`src/rtl/core/bfa_pkg.sv`:
```
`default_nettype none

package bfa_pkg;

    localparam int MAP_FRAMES  = 4096;
    localparam int FRAME_SHIFT = 12;
    localparam int ADDR_W      = 32;
    localparam int WORD_W      = 32;
    localparam int BIT_W       = $clog2(WORD_W);
    localparam int ROWS        = MAP_FRAMES / WORD_W;
    localparam int ROW_W       = $clog2(ROWS);
    localparam int IDX_W       = $clog2(MAP_FRAMES) + 1;
    localparam int FN_W        = ADDR_W - FRAME_SHIFT + 1;

    localparam logic [2:0] M_ALLOC_ONE = 3'd0;
    localparam logic [2:0] M_FREE_ONE  = 3'd1;
    localparam logic [2:0] M_RESERVE   = 3'd2;
    localparam logic [2:0] M_ALLOC_RUN = 3'd3;
    localparam logic [2:0] M_FREE_RUN  = 3'd4;

    localparam logic CFG_POOL_BASE = 1'b0;
    localparam logic CFG_RAM_TOP   = 1'b1;

    typedef struct packed {
        logic [2:0]        mode;
        logic [ADDR_W-1:0] address;
        logic [ADDR_W-1:0] end_address;
        logic [ADDR_W-1:0] byte_count;
    } in_item_t;

    typedef struct packed {
        logic [ADDR_W-1:0] frame_address;
        logic              granted;
        logic [IDX_W-1:0]  free_count;
    } out_item_t;

    typedef struct packed {
        logic             clear;
        logic             rd_en;
        logic [ROW_W-1:0] rd_row;
        logic             wr_en;
        logic [ROW_W-1:0] wr_row;
    } ram_ctl_t;

    // Frames covering a byte count, rounded up without wrap
    function automatic logic [FN_W-1:0] frames_for(input logic [ADDR_W-1:0] b);
        logic rem;
        rem = |b[FRAME_SHIFT-1:0];
        return FN_W'(b >> FRAME_SHIFT) + FN_W'(rem);
    endfunction

endpackage

`default_nettype wire

```
`src/rtl/core/bfa_map_ram.sv`:
```
`default_nettype none

module bfa_map_ram (
    input  wire                          clk,
    input  wire                          rst_n,
    input  wire bfa_pkg::ram_ctl_t       ctl,
    input  wire  [bfa_pkg::WORD_W-1:0]   wr_data,
    output logic [bfa_pkg::WORD_W-1:0]   rd_data
);
    import bfa_pkg::*;

    logic [WORD_W-1:0] mem [ROWS];
    logic [ROWS-1:0]   valid_reg;
    logic [WORD_W-1:0] data_reg;
    logic              hit_reg;

    // Row valid bits: a row never written reads as all free
    always_ff @(posedge clk or negedge rst_n)
    begin
        if (!rst_n)
        begin
            valid_reg <= '0;
            hit_reg   <= 1'b0;
        end
        else
        begin
            if (ctl.rd_en)
                hit_reg <= valid_reg[ctl.rd_row];
            if (ctl.clear)
                valid_reg <= '0;
            else if (ctl.wr_en)
                valid_reg[ctl.wr_row] <= 1'b1;
        end
    end

    // Word storage
    always_ff @(posedge clk)
    begin
        if (ctl.wr_en)
            mem[ctl.wr_row] <= wr_data;
        if (ctl.rd_en)
            data_reg <= mem[ctl.rd_row];
    end

    assign rd_data = hit_reg ? data_reg : '0;

endmodule

`default_nettype wire

```
`src/rtl/core/bitmap_frame_allocator.sv`:
```
`default_nettype none

// Bitmap frame allocator: one used bit per frame over the pool between
// the pool base address and ram_top, kept in a 128 x 32 word RAM.
// Configuration: cfg_we/cfg_index/cfg_data write the pool base (0) or ram_top
// (1) while the block is idle; each write empties the pool.
// Input channel in_valid/in_ready/in_item carries one request; the block
// takes one request at a time and drops in_ready until its result is loaded
// into the output register. Output channel out_valid/out_ready/out_item
// holds the result until taken; a stalled receiver only delays the next
// acceptance by holding the result register.
// A single sequencer walks the map one frame per cycle within a word, and
// reads, loads and writes back each 32-frame word it touches. Free-one
// touches one frame; alloc-one walks from the hint to the first free frame;
// reserve and run free walk the range; run alloc scans up to the whole pool
// for a free run, then walks back over the run to mark it.
// Reset empties the map at once through per-row valid bits, clears the
// count, the hint and both registers.

module bitmap_frame_allocator (
    input  wire                          clk,
    input  wire                          rst_n,
    input  wire                          cfg_we,
    input  wire                          cfg_index,
    input  wire  [bfa_pkg::ADDR_W-1:0]   cfg_data,
    input  wire                          in_valid,
    output logic                         in_ready,
    input  wire bfa_pkg::in_item_t       in_item,
    output logic                         out_valid,
    input  wire                          out_ready,
    output bfa_pkg::out_item_t           out_item
);
    import bfa_pkg::*;

    typedef enum logic [6:0] {
        S_IDLE  = 7'b0000001,
        S_SETUP = 7'b0000010,
        S_RD    = 7'b0000100,
        S_LD    = 7'b0001000,
        S_BIT   = 7'b0010000,
        S_WB    = 7'b0100000,
        S_OUT   = 7'b1000000
    } state_t;

    state_t            state_reg, state_next;
    in_item_t          req_reg;
    logic [ADDR_W-1:0] base_reg, top_reg;
    logic [IDX_W-1:0]  pf_reg, pf_next;
    logic [IDX_W-1:0]  used_reg, used_next;
    logic [IDX_W-1:0]  hint_reg, hint_next;
    logic [IDX_W-1:0]  idx_reg, idx_next;
    logic [IDX_W-1:0]  hi_reg, hi_next;
    logic [IDX_W-1:0]  need_reg, need_next;
    logic [IDX_W-1:0]  rstart_reg, rstart_next;
    logic [IDX_W-1:0]  rlen_reg, rlen_next;
    logic              mark_reg, mark_next;
    logic              done_reg, done_next;
    logic              ok_reg, ok_next;
    logic [ADDR_W-1:0] res_reg, res_next;
    logic [WORD_W-1:0] word_reg, word_next;
    logic              out_valid_reg;
    out_item_t         out_reg;
    ram_ctl_t          ram_ctl;
    logic [WORD_W-1:0] ram_q;

    // Setup terms
    logic [ADDR_W-1:0] diff, off, a2, end_off;
    logic              ge_base;
    logic [FN_W-1:0]   fi, first2, last2, need_b;
    logic [FN_W:0]     sum4;
    logic [FN_W:0]     pf_w;
    logic              go;
    logic [IDX_W-1:0]  lo_s, hi_s;
    logic              cur_bit, last_step;
    logic [IDX_W-1:0]  inc_idx;

    // Pool size follows the registers
    always_comb
    begin
        diff = top_reg - base_reg;
        if (top_reg <= base_reg)
            pf_next = '0;
        else if ((diff >> FRAME_SHIFT) > ADDR_W'(MAP_FRAMES))
            pf_next = IDX_W'(MAP_FRAMES);
        else
            pf_next = IDX_W'(diff >> FRAME_SHIFT);
    end

    // Work out the frame range of the request
    always_comb
    begin
        pf_w    = (FN_W+1)'(pf_reg);
        ge_base = req_reg.address >= base_reg;
        off     = req_reg.address - base_reg;
        fi      = FN_W'(off >> FRAME_SHIFT);
        a2      = (req_reg.address < base_reg) ? base_reg : req_reg.address;
        first2  = FN_W'((a2 - base_reg) >> FRAME_SHIFT);
        end_off = req_reg.end_address - base_reg;
        last2   = frames_for(end_off);
        need_b  = frames_for(req_reg.byte_count);
        sum4    = (FN_W+1)'(fi) + (FN_W+1)'(need_b);
        go      = 1'b0;
        lo_s    = '0;
        hi_s    = '0;
        case (req_reg.mode)
            M_ALLOC_ONE:
            begin
                go   = used_reg < pf_reg;
                lo_s = hint_reg;
                hi_s = pf_reg;
            end
            M_FREE_ONE:
            begin
                go   = ge_base && ((FN_W+1)'(fi) < pf_w);
                lo_s = IDX_W'(fi);
                hi_s = IDX_W'(fi) + IDX_W'(1);
            end
            M_RESERVE:
            begin
                lo_s = IDX_W'(first2);
                hi_s = ((FN_W+1)'(last2) > pf_w) ? pf_reg : IDX_W'(last2);
                go   = (req_reg.end_address > base_reg)
                    && (req_reg.end_address > req_reg.address)
                    && ((FN_W+1)'(first2) < pf_w)
                    && ((FN_W+1)'(first2) < (FN_W+1)'(last2));
            end
            M_ALLOC_RUN:
            begin
                go   = (req_reg.byte_count != '0) && (pf_reg != '0)
                    && ((FN_W+1)'(need_b) <= pf_w);
                lo_s = '0;
                hi_s = pf_reg;
            end
            M_FREE_RUN:
            begin
                go   = ge_base && (req_reg.byte_count != '0)
                    && ((FN_W+1)'(fi) < pf_w);
                lo_s = IDX_W'(fi);
                hi_s = (sum4 > pf_w) ? pf_reg : IDX_W'(sum4);
            end
            default:
            begin
                go = 1'b0;
            end
        endcase
    end

    // Sequencer
    always_comb
    begin
        state_next  = state_reg;
        used_next   = used_reg;
        hint_next   = hint_reg;
        idx_next    = idx_reg;
        hi_next     = hi_reg;
        need_next   = need_reg;
        rstart_next = rstart_reg;
        rlen_next   = rlen_reg;
        mark_next   = mark_reg;
        done_next   = done_reg;
        ok_next     = ok_reg;
        res_next    = res_reg;
        word_next   = word_reg;
        cur_bit     = word_reg[idx_reg[BIT_W-1:0]];
        inc_idx     = idx_reg + IDX_W'(1);
        last_step   = 1'b0;
        ram_ctl        = '0;
        ram_ctl.clear  = cfg_we;
        ram_ctl.rd_row = idx_reg[ROW_W+BIT_W-1:BIT_W];
        ram_ctl.wr_row = idx_reg[ROW_W+BIT_W-1:BIT_W];

        case (state_reg)
            S_IDLE:
            begin
                if (in_valid)
                    state_next = S_SETUP;
            end
            S_SETUP:
            begin
                idx_next    = lo_s;
                hi_next     = hi_s;
                need_next   = IDX_W'(need_b);
                rstart_next = '0;
                rlen_next   = '0;
                mark_next   = 1'b0;
                done_next   = 1'b0;
                ok_next     = 1'b0;
                res_next    = '0;
                state_next  = go ? S_RD : S_OUT;
            end
            S_RD:
            begin
                ram_ctl.rd_en = 1'b1;
                state_next    = S_LD;
            end
            S_LD:
            begin
                word_next  = ram_q;
                state_next = S_BIT;
            end
            S_BIT:
            begin
                case (req_reg.mode)
                    M_ALLOC_ONE:
                    begin
                        if (inc_idx >= pf_reg)
                            inc_idx = '0;
                        if (!cur_bit)
                        begin
                            word_next[idx_reg[BIT_W-1:0]] = 1'b1;
                            used_next = used_reg + IDX_W'(1);
                            hint_next = inc_idx;
                            res_next  = base_reg + (ADDR_W'(idx_reg) << FRAME_SHIFT);
                            ok_next   = 1'b1;
                            last_step = 1'b1;
                        end
                    end
                    M_FREE_ONE, M_FREE_RUN:
                    begin
                        if (cur_bit)
                        begin
                            word_next[idx_reg[BIT_W-1:0]] = 1'b0;
                            used_next = used_reg - IDX_W'(1);
                        end
                        last_step = inc_idx == hi_reg;
                    end
                    M_RESERVE:
                    begin
                        if (!cur_bit)
                        begin
                            word_next[idx_reg[BIT_W-1:0]] = 1'b1;
                            used_next = used_reg + IDX_W'(1);
                        end
                        last_step = inc_idx == hi_reg;
                    end
                    M_ALLOC_RUN:
                    begin
                        if (mark_reg)
                        begin
                            word_next[idx_reg[BIT_W-1:0]] = 1'b1;
                            used_next = used_reg + IDX_W'(1);
                            last_step = inc_idx == hi_reg;
                            if (last_step)
                            begin
                                ok_next  = 1'b1;
                                res_next = base_reg + (ADDR_W'(rstart_reg) << FRAME_SHIFT);
                            end
                        end
                        else if (!cur_bit && (rlen_reg + IDX_W'(1) == need_reg))
                        begin
                            // Run found: go back and mark it
                            mark_next = 1'b1;
                            inc_idx   = rstart_reg;
                            hi_next   = rstart_reg + need_reg;
                        end
                        else
                        begin
                            if (!cur_bit)
                                rlen_next = rlen_reg + IDX_W'(1);
                            else
                            begin
                                rstart_next = inc_idx;
                                rlen_next   = '0;
                            end
                            last_step = inc_idx == pf_reg;
                        end
                    end
                    default:
                    begin
                        last_step = 1'b1;
                    end
                endcase
                idx_next = inc_idx;
                if (last_step)
                begin
                    done_next  = 1'b1;
                    idx_next   = idx_reg;
                    state_next = S_WB;
                end
                else if (mark_next != mark_reg
                    || inc_idx[IDX_W-1:BIT_W] != idx_reg[IDX_W-1:BIT_W])
                begin
                    // Write back before the walk leaves this word
                    idx_next   = idx_reg;
                    state_next = S_WB;
                end
                if (state_next == S_WB)
                    rstart_next = (mark_next != mark_reg) ? rstart_reg : rstart_next;
            end
            S_WB:
            begin
                ram_ctl.wr_en = 1'b1;
                if (done_reg)
                    state_next = S_OUT;
                else
                begin
                    state_next = S_RD;
                    // Run just found at its last frame: restart at its first frame
                    if (mark_reg && idx_reg == hi_reg - IDX_W'(1))
                        idx_next = rstart_reg;
                    else
                        idx_next = idx_reg + IDX_W'(1);
                    if (req_reg.mode == M_ALLOC_ONE && idx_next >= pf_reg)
                        idx_next = '0;
                end
            end
            S_OUT:
            begin
                if (!out_valid_reg || out_ready)
                    state_next = S_IDLE;
            end
            default:
            begin
                state_next = S_IDLE;
            end
        endcase
    end

    bfa_map_ram u_map (
        .clk     (clk),
        .rst_n   (rst_n),
        .ctl     (ram_ctl),
        .wr_data (word_reg),
        .rd_data (ram_q)
    );

    // Control and bookkeeping registers
    always_ff @(posedge clk or negedge rst_n)
    begin
        if (!rst_n)
        begin
            state_reg     <= S_IDLE;
            base_reg      <= '0;
            top_reg       <= '0;
            pf_reg        <= '0;
            used_reg      <= '0;
            hint_reg      <= '0;
            mark_reg      <= 1'b0;
            done_reg      <= 1'b0;
            out_valid_reg <= 1'b0;
        end
        else
        begin
            state_reg <= state_next;
            pf_reg    <= pf_next;
            mark_reg  <= mark_next;
            done_reg  <= done_next;
            if (cfg_we)
            begin
                if (cfg_index == CFG_POOL_BASE)
                    base_reg <= cfg_data;
                else
                    top_reg <= cfg_data;
                used_reg <= '0;
                hint_reg <= '0;
            end
            else
            begin
                used_reg <= used_next;
                hint_reg <= hint_next;
            end
            if (state_reg == S_OUT && (!out_valid_reg || out_ready))
                out_valid_reg <= 1'b1;
            else if (out_ready)
                out_valid_reg <= 1'b0;
        end
    end

    // Payload registers
    always_ff @(posedge clk)
    begin
        if (in_valid && in_ready)
            req_reg <= in_item;
        idx_reg    <= idx_next;
        hi_reg     <= hi_next;
        need_reg   <= need_next;
        rstart_reg <= rstart_next;
        rlen_reg   <= rlen_next;
        ok_reg     <= ok_next;
        res_reg    <= res_next;
        word_reg   <= word_next;
        if (state_reg == S_OUT && (!out_valid_reg || out_ready))
        begin
            out_reg.frame_address <= res_reg;
            out_reg.granted       <= ok_reg;
            out_reg.free_count    <= pf_reg - used_reg;
        end
    end

    assign in_ready  = state_reg == S_IDLE;
    assign out_valid = out_valid_reg;
    assign out_item  = out_reg;

`ifndef SYNTHESIS
    a_onehot: assert property (@(posedge clk) disable iff (!rst_n)
        $onehot(state_reg))
        else $error("sequencer state not one-hot");
    a_used_bound: assert property (@(posedge clk) disable iff (!rst_n)
        used_reg <= pf_reg)
        else $error("used count exceeds pool size");
    a_idx_range: assert property (@(posedge clk) disable iff (!rst_n)
        state_reg == S_BIT |-> idx_reg < pf_reg)
        else $error("walk index outside the pool");
    a_grant_addr: assert property (@(posedge clk) disable iff (!rst_n)
        out_valid_reg && out_reg.granted |-> out_reg.frame_address >= base_reg
            || base_reg + (ADDR_W'(pf_reg) << FRAME_SHIFT) < base_reg)
        else $error("granted address below the pool base");
`endif

endmodule

`default_nettype wire
```
`config.mk`:
```
export PLATFORM = sky130hd
export DESIGN_NAME = bitmap_frame_allocator
export DESIGN_NICKNAME = d
export VERILOG_FILES = /design/src/rtl/core/bfa_pkg.sv /design/src/rtl/core/bfa_map_ram.sv /design/src/rtl/core/bitmap_frame_allocator.sv
export SDC_FILE = /design/constraint.sdc
export NUM_CORES = 2
export LEC_CHECK = 0
export BUFFER_PORTS_ARGS = -buffer_cell sky130_fd_sc_hd__buf_2
export CAP_MARGIN = 20
export CORE_MARGIN = 2
export CORE_UTILIZATION = 57
export CTS_CLUSTER_SIZE = 8
export DETAILED_ROUTE_END_ITERATION = 7
export PLACE_DENSITY = 0.77
export RECOVER_POWER = 100
export SLEW_MARGIN = 5
export SYNTH_ARGS = -nofsm -noshare
export SYNTH_HDL_FRONTEND = slang
export SYNTH_HIERARCHICAL = 1
export SYNTH_SLANG_ARGS = --single-unit
```
`constraint.sdc`:
```
create_clock -name clk -period 7.9 [get_ports clk]
set_clock_uncertainty 0.1 [all_clocks]
set_input_delay 0.395 -clock clk [delete_from_list [all_inputs] [get_ports clk]]
set_output_delay 0.395 -clock clk [all_outputs]
set_load 0.05 [all_outputs]
```
==> run metrics <==
status complete, but fails checks; failing checks capacitance limit, slew limit; worst r2r src idx_reg[6]$_DFFE_PP_; fill count 20400; CTS tree built; Mapped Cells between 10000 and 15000; flops & latches, synth roughly 4600; Core ar. 337000 µm²; count of unique library cells instantiated by Yosys between 100 and 150; num ports 185; number of synthesized flops with an enable pin 4403; vias in the first global route ~110k; Crit. End Element register; leakage power figure ~64 nW; total power ~64 mW; clock sink count 4645; via count 112000; Critical Path RT approximately 8.5 ns; # Max-Cap Violations 102; final net count approximately 12000; initial antenna violation count 35; Critical Path AT 8.45 ns; TritonCTS buffer count ~650; first-pass GRT wire length ~850000 µm; drt wl/cell 38.1 µm; CTS max path bufs 4; fmax about 130 MHz; critical path class register to register; fin crit period 7.88 ns; Final Max Tran Viols approximately 5400; layout cells sized above 1 approximately 25%; ys async rst share between 5 and 6%; die width just under 600 µm; Reg clk slew, reported paths about 0.050 ns; clock latency on the worst-skew pair around 1.1 ns; fin area around 220000 µm²; Setup crit start idx_reg[6]$_DFFE_PP_; DIE AREA 344000 µm²; I/O Buffers 184; max reg flops 4096; largest fanout on the critical path 130; Syn Nets 10600; Cell Area, Synth approximately 190000 µm²; H-tree depth 6; drc violations 0; r2r setup slk 0.02 ns; DR iter-0 viols between 15000 and 20000; DR pass1 iterations 8; r2r worst-path depth 6; CP endpoint u_map/mem[39][8]$_DFFE_PP_; P per Cell Area between 200 and 300 nW/µm²; CTS root buffer clkbuf_16; row count approximately 210; Fin. Hold Viols 0; warnings from Yosys 6; area growth from synthesis to layout 15.6%; pin count of the biggest net entering global routing around 140; gr usage total between 30 and 40%; Critical Path Start Type register; Worst slew margin -242%; Routability Congestion 0.984; Die H 586 µm; ys flop type edfxtp_1; Mean Syn Cell Area approximately 19 µm²; hpwl dp 321000 µm; GRT overflow 0; RSZ-0062 raised after global routing yes; Routed Wire Length between 600000 and 700000 µm; Cell Area, Placed 203000 µm²; Starting Density 57.3%; Final ANT Viol Nets 0; Final Worst Setup Slack around 0.020 ns; Tcrit/Tclk final 99.7%; DP Worst Slack -0.340 ns; Via density between 7 and 8; final setup vio count 0; worst slew pin tran ~5.1 ns; sequential area share after synthesis between 70% and 80%; Hold WC Path Type input port to register; Peak supply drop roughly 0.23 mV; Setup TNS 0 ns; reg2reg end u_map/mem[39][8]$_DFFE_PP_
-- power breakdown --
group / switching, mW / total, mW / internal [mW]
logic: 6.40 / 10.5 / 4.14
clock network: 10.6 / 25.8 / 15.1
registers: 0.290 / 27.3 / 27.0
-- through the flow --
step	hold WS (ns)	cells	utilization, %
detailed placement	0.305	14800	60.1
finish	0.0618	16000	66.3
floorplan	-0.000591	10100	-
global route	0.0626	15900	66.3
global placement	0.301	14800	60.1
CTS	0.00172	15900	66.3
-- placed cells by master, fill, tap and decap left out, drive strengths merged, types with 35 or more instances in the layout --
cell type,count
a211oi,37
a21o,118
a21oi,262
and2,58
buf,517
clkbuf,1003
clkinv,35
dfrtp,241
dlygate4sd3,261
edfxtp,4403
ha,346
inv,232
mux2,42
mux2i,59
mux4,1311
nand2,333
nand2b,47
nand3,87
nand4,76
nor2,659
nor2b,57
nor3,59
nor4,74
o21a,39
o21ai,234
o22ai,146
o31ai,46
xnor2,144
xor2,83
-- area by class of cell --
class | count | area (µm²) | area share [%]
repair buffers | 975 | 7280 | 3.26
diodes | 13 | 32.5 | 0.0146
clock inverters | 58 | 1070 | 0.479
inverters | 211 | 792 | 0.354
clock buffers | 806 | 17100 | 7.64
flip-flops and latches | 4645 | 138000 | 61.9
well taps | 4515 | 5650 | 2.53
multi-input cells | 4735 | 53300 | 23.9
-- layer usage --
| layer | wire length [µm] | global-route usage (%) | vias up |
|---|---|---|---|
| met4 | 44200 | 20.5 | 30 |
| met3 | 75800 | 8.56 | 1980 |
| li1 | - | - | 43500 |
| met2 | 286000 | 55.7 | 9388 |
| met5 | 255 | 0.0560 | - |
| met1 | 202000 | 45.5 | 57600 |
-- cell families after synthesis --
group,Yosys count,synth area share [%]
AO/OA/AOI/OAI,1134,3.84
XOR/XNOR,232,1.09
adder cells (fa/ha/maj),352,2.30
multiplexers,1412,15.8
buffers and inverters,690,1.47
AND/OR/NAND/NOR,1605,3.92
flip-flops,4645,71.5
-- critical path, stage by stage, from the launching register on --
cell and delay, ns:
edfxtp_1 0.47, buf_4 0.70, clkbuf_2 2.71, nand4_1 0.54, clkbuf_1 0.63, nor2_1 1.25
clkbuf_2 0.88
-- cell usage after synthesis (21+ instances only) --
cell type | n | share of area [%]
a211oi_1 | 34 | 0.13
nor4_1 | 72 | 0.23
o21a_1 | 39 | 0.15
and3_1 | 33 | 0.11
ha_1 | 346 | 2.2
xnor2_1 | 143 | 0.65
nand2_1 | 333 | 0.65
o21ai_0 | 226 | 0.59
or3_1 | 22 | 0.071
o31ai_1 | 45 | 0.17
edfxtp_1 | 4403 | 68
nand4_1 | 75 | 0.24
and2_1 | 57 | 0.18
o211ai_1 | 21 | 0.082
nand3_1 | 87 | 0.23
buf_1 | 51 | 0.099
a21oi_1 | 258 | 0.67
a31oi_1 | 34 | 0.11
a221oi_1 | 21 | 0.095
mux2_2 | 41 | 0.24
nor2b_1 | 57 | 0.18
a21o_1 | 118 | 0.46
inv_1 | 209 | 0.41
buf_2 | 153 | 0.40
xor2_1 | 83 | 0.38
mux2i_1 | 59 | 0.31
nor3_1 | 58 | 0.15
nor2_1 | 659 | 1.3
nand2b_1 | 47 | 0.15
mux4_2 | 1311 | 15
o21bai_1 | 24 | 0.093
o22ai_1 | 145 | 0.47
clkbuf_1 | 261 | 0.51
dfrtp_1 | 241 | 3.1
-- worst min-delay path by stage --
stage                startpoint                        to  slack [ns]  cells after the start
2_1_floorplan             rst_n   base_reg[0]$_DFFE_PN0P_     -0.0006                      0
3_3_place_gp              rst_n    top_reg[7]$_DFFE_PN0P_        0.30                      1
3_5_place_dp   ok_reg$_DFFE_PP_    out_item[13]$_DFFE_PP_        0.30                      0
4_1_cts             in_item[35]     req_reg[35]$_DFFE_PP_       0.002                      2
5_1_grt             cfg_data[4]    top_reg[4]$_DFFE_PN0P_        0.06                      3
6_report           cfg_data[13]  base_reg[13]$_DFFE_PN0P_        0.06                      4
-- timing repair --
action                                  in CTS  in global routing
pin swaps                                   11                 40
hold buffers                               262                  0
cloned                                       0                  1
endpoints found under the setup margin       2                  6
buffers inserted                             8                 18
hold endpoints to repair                   456                  0
gates resized for setup                      8                 51
Power figures use the tool's default switching activity.
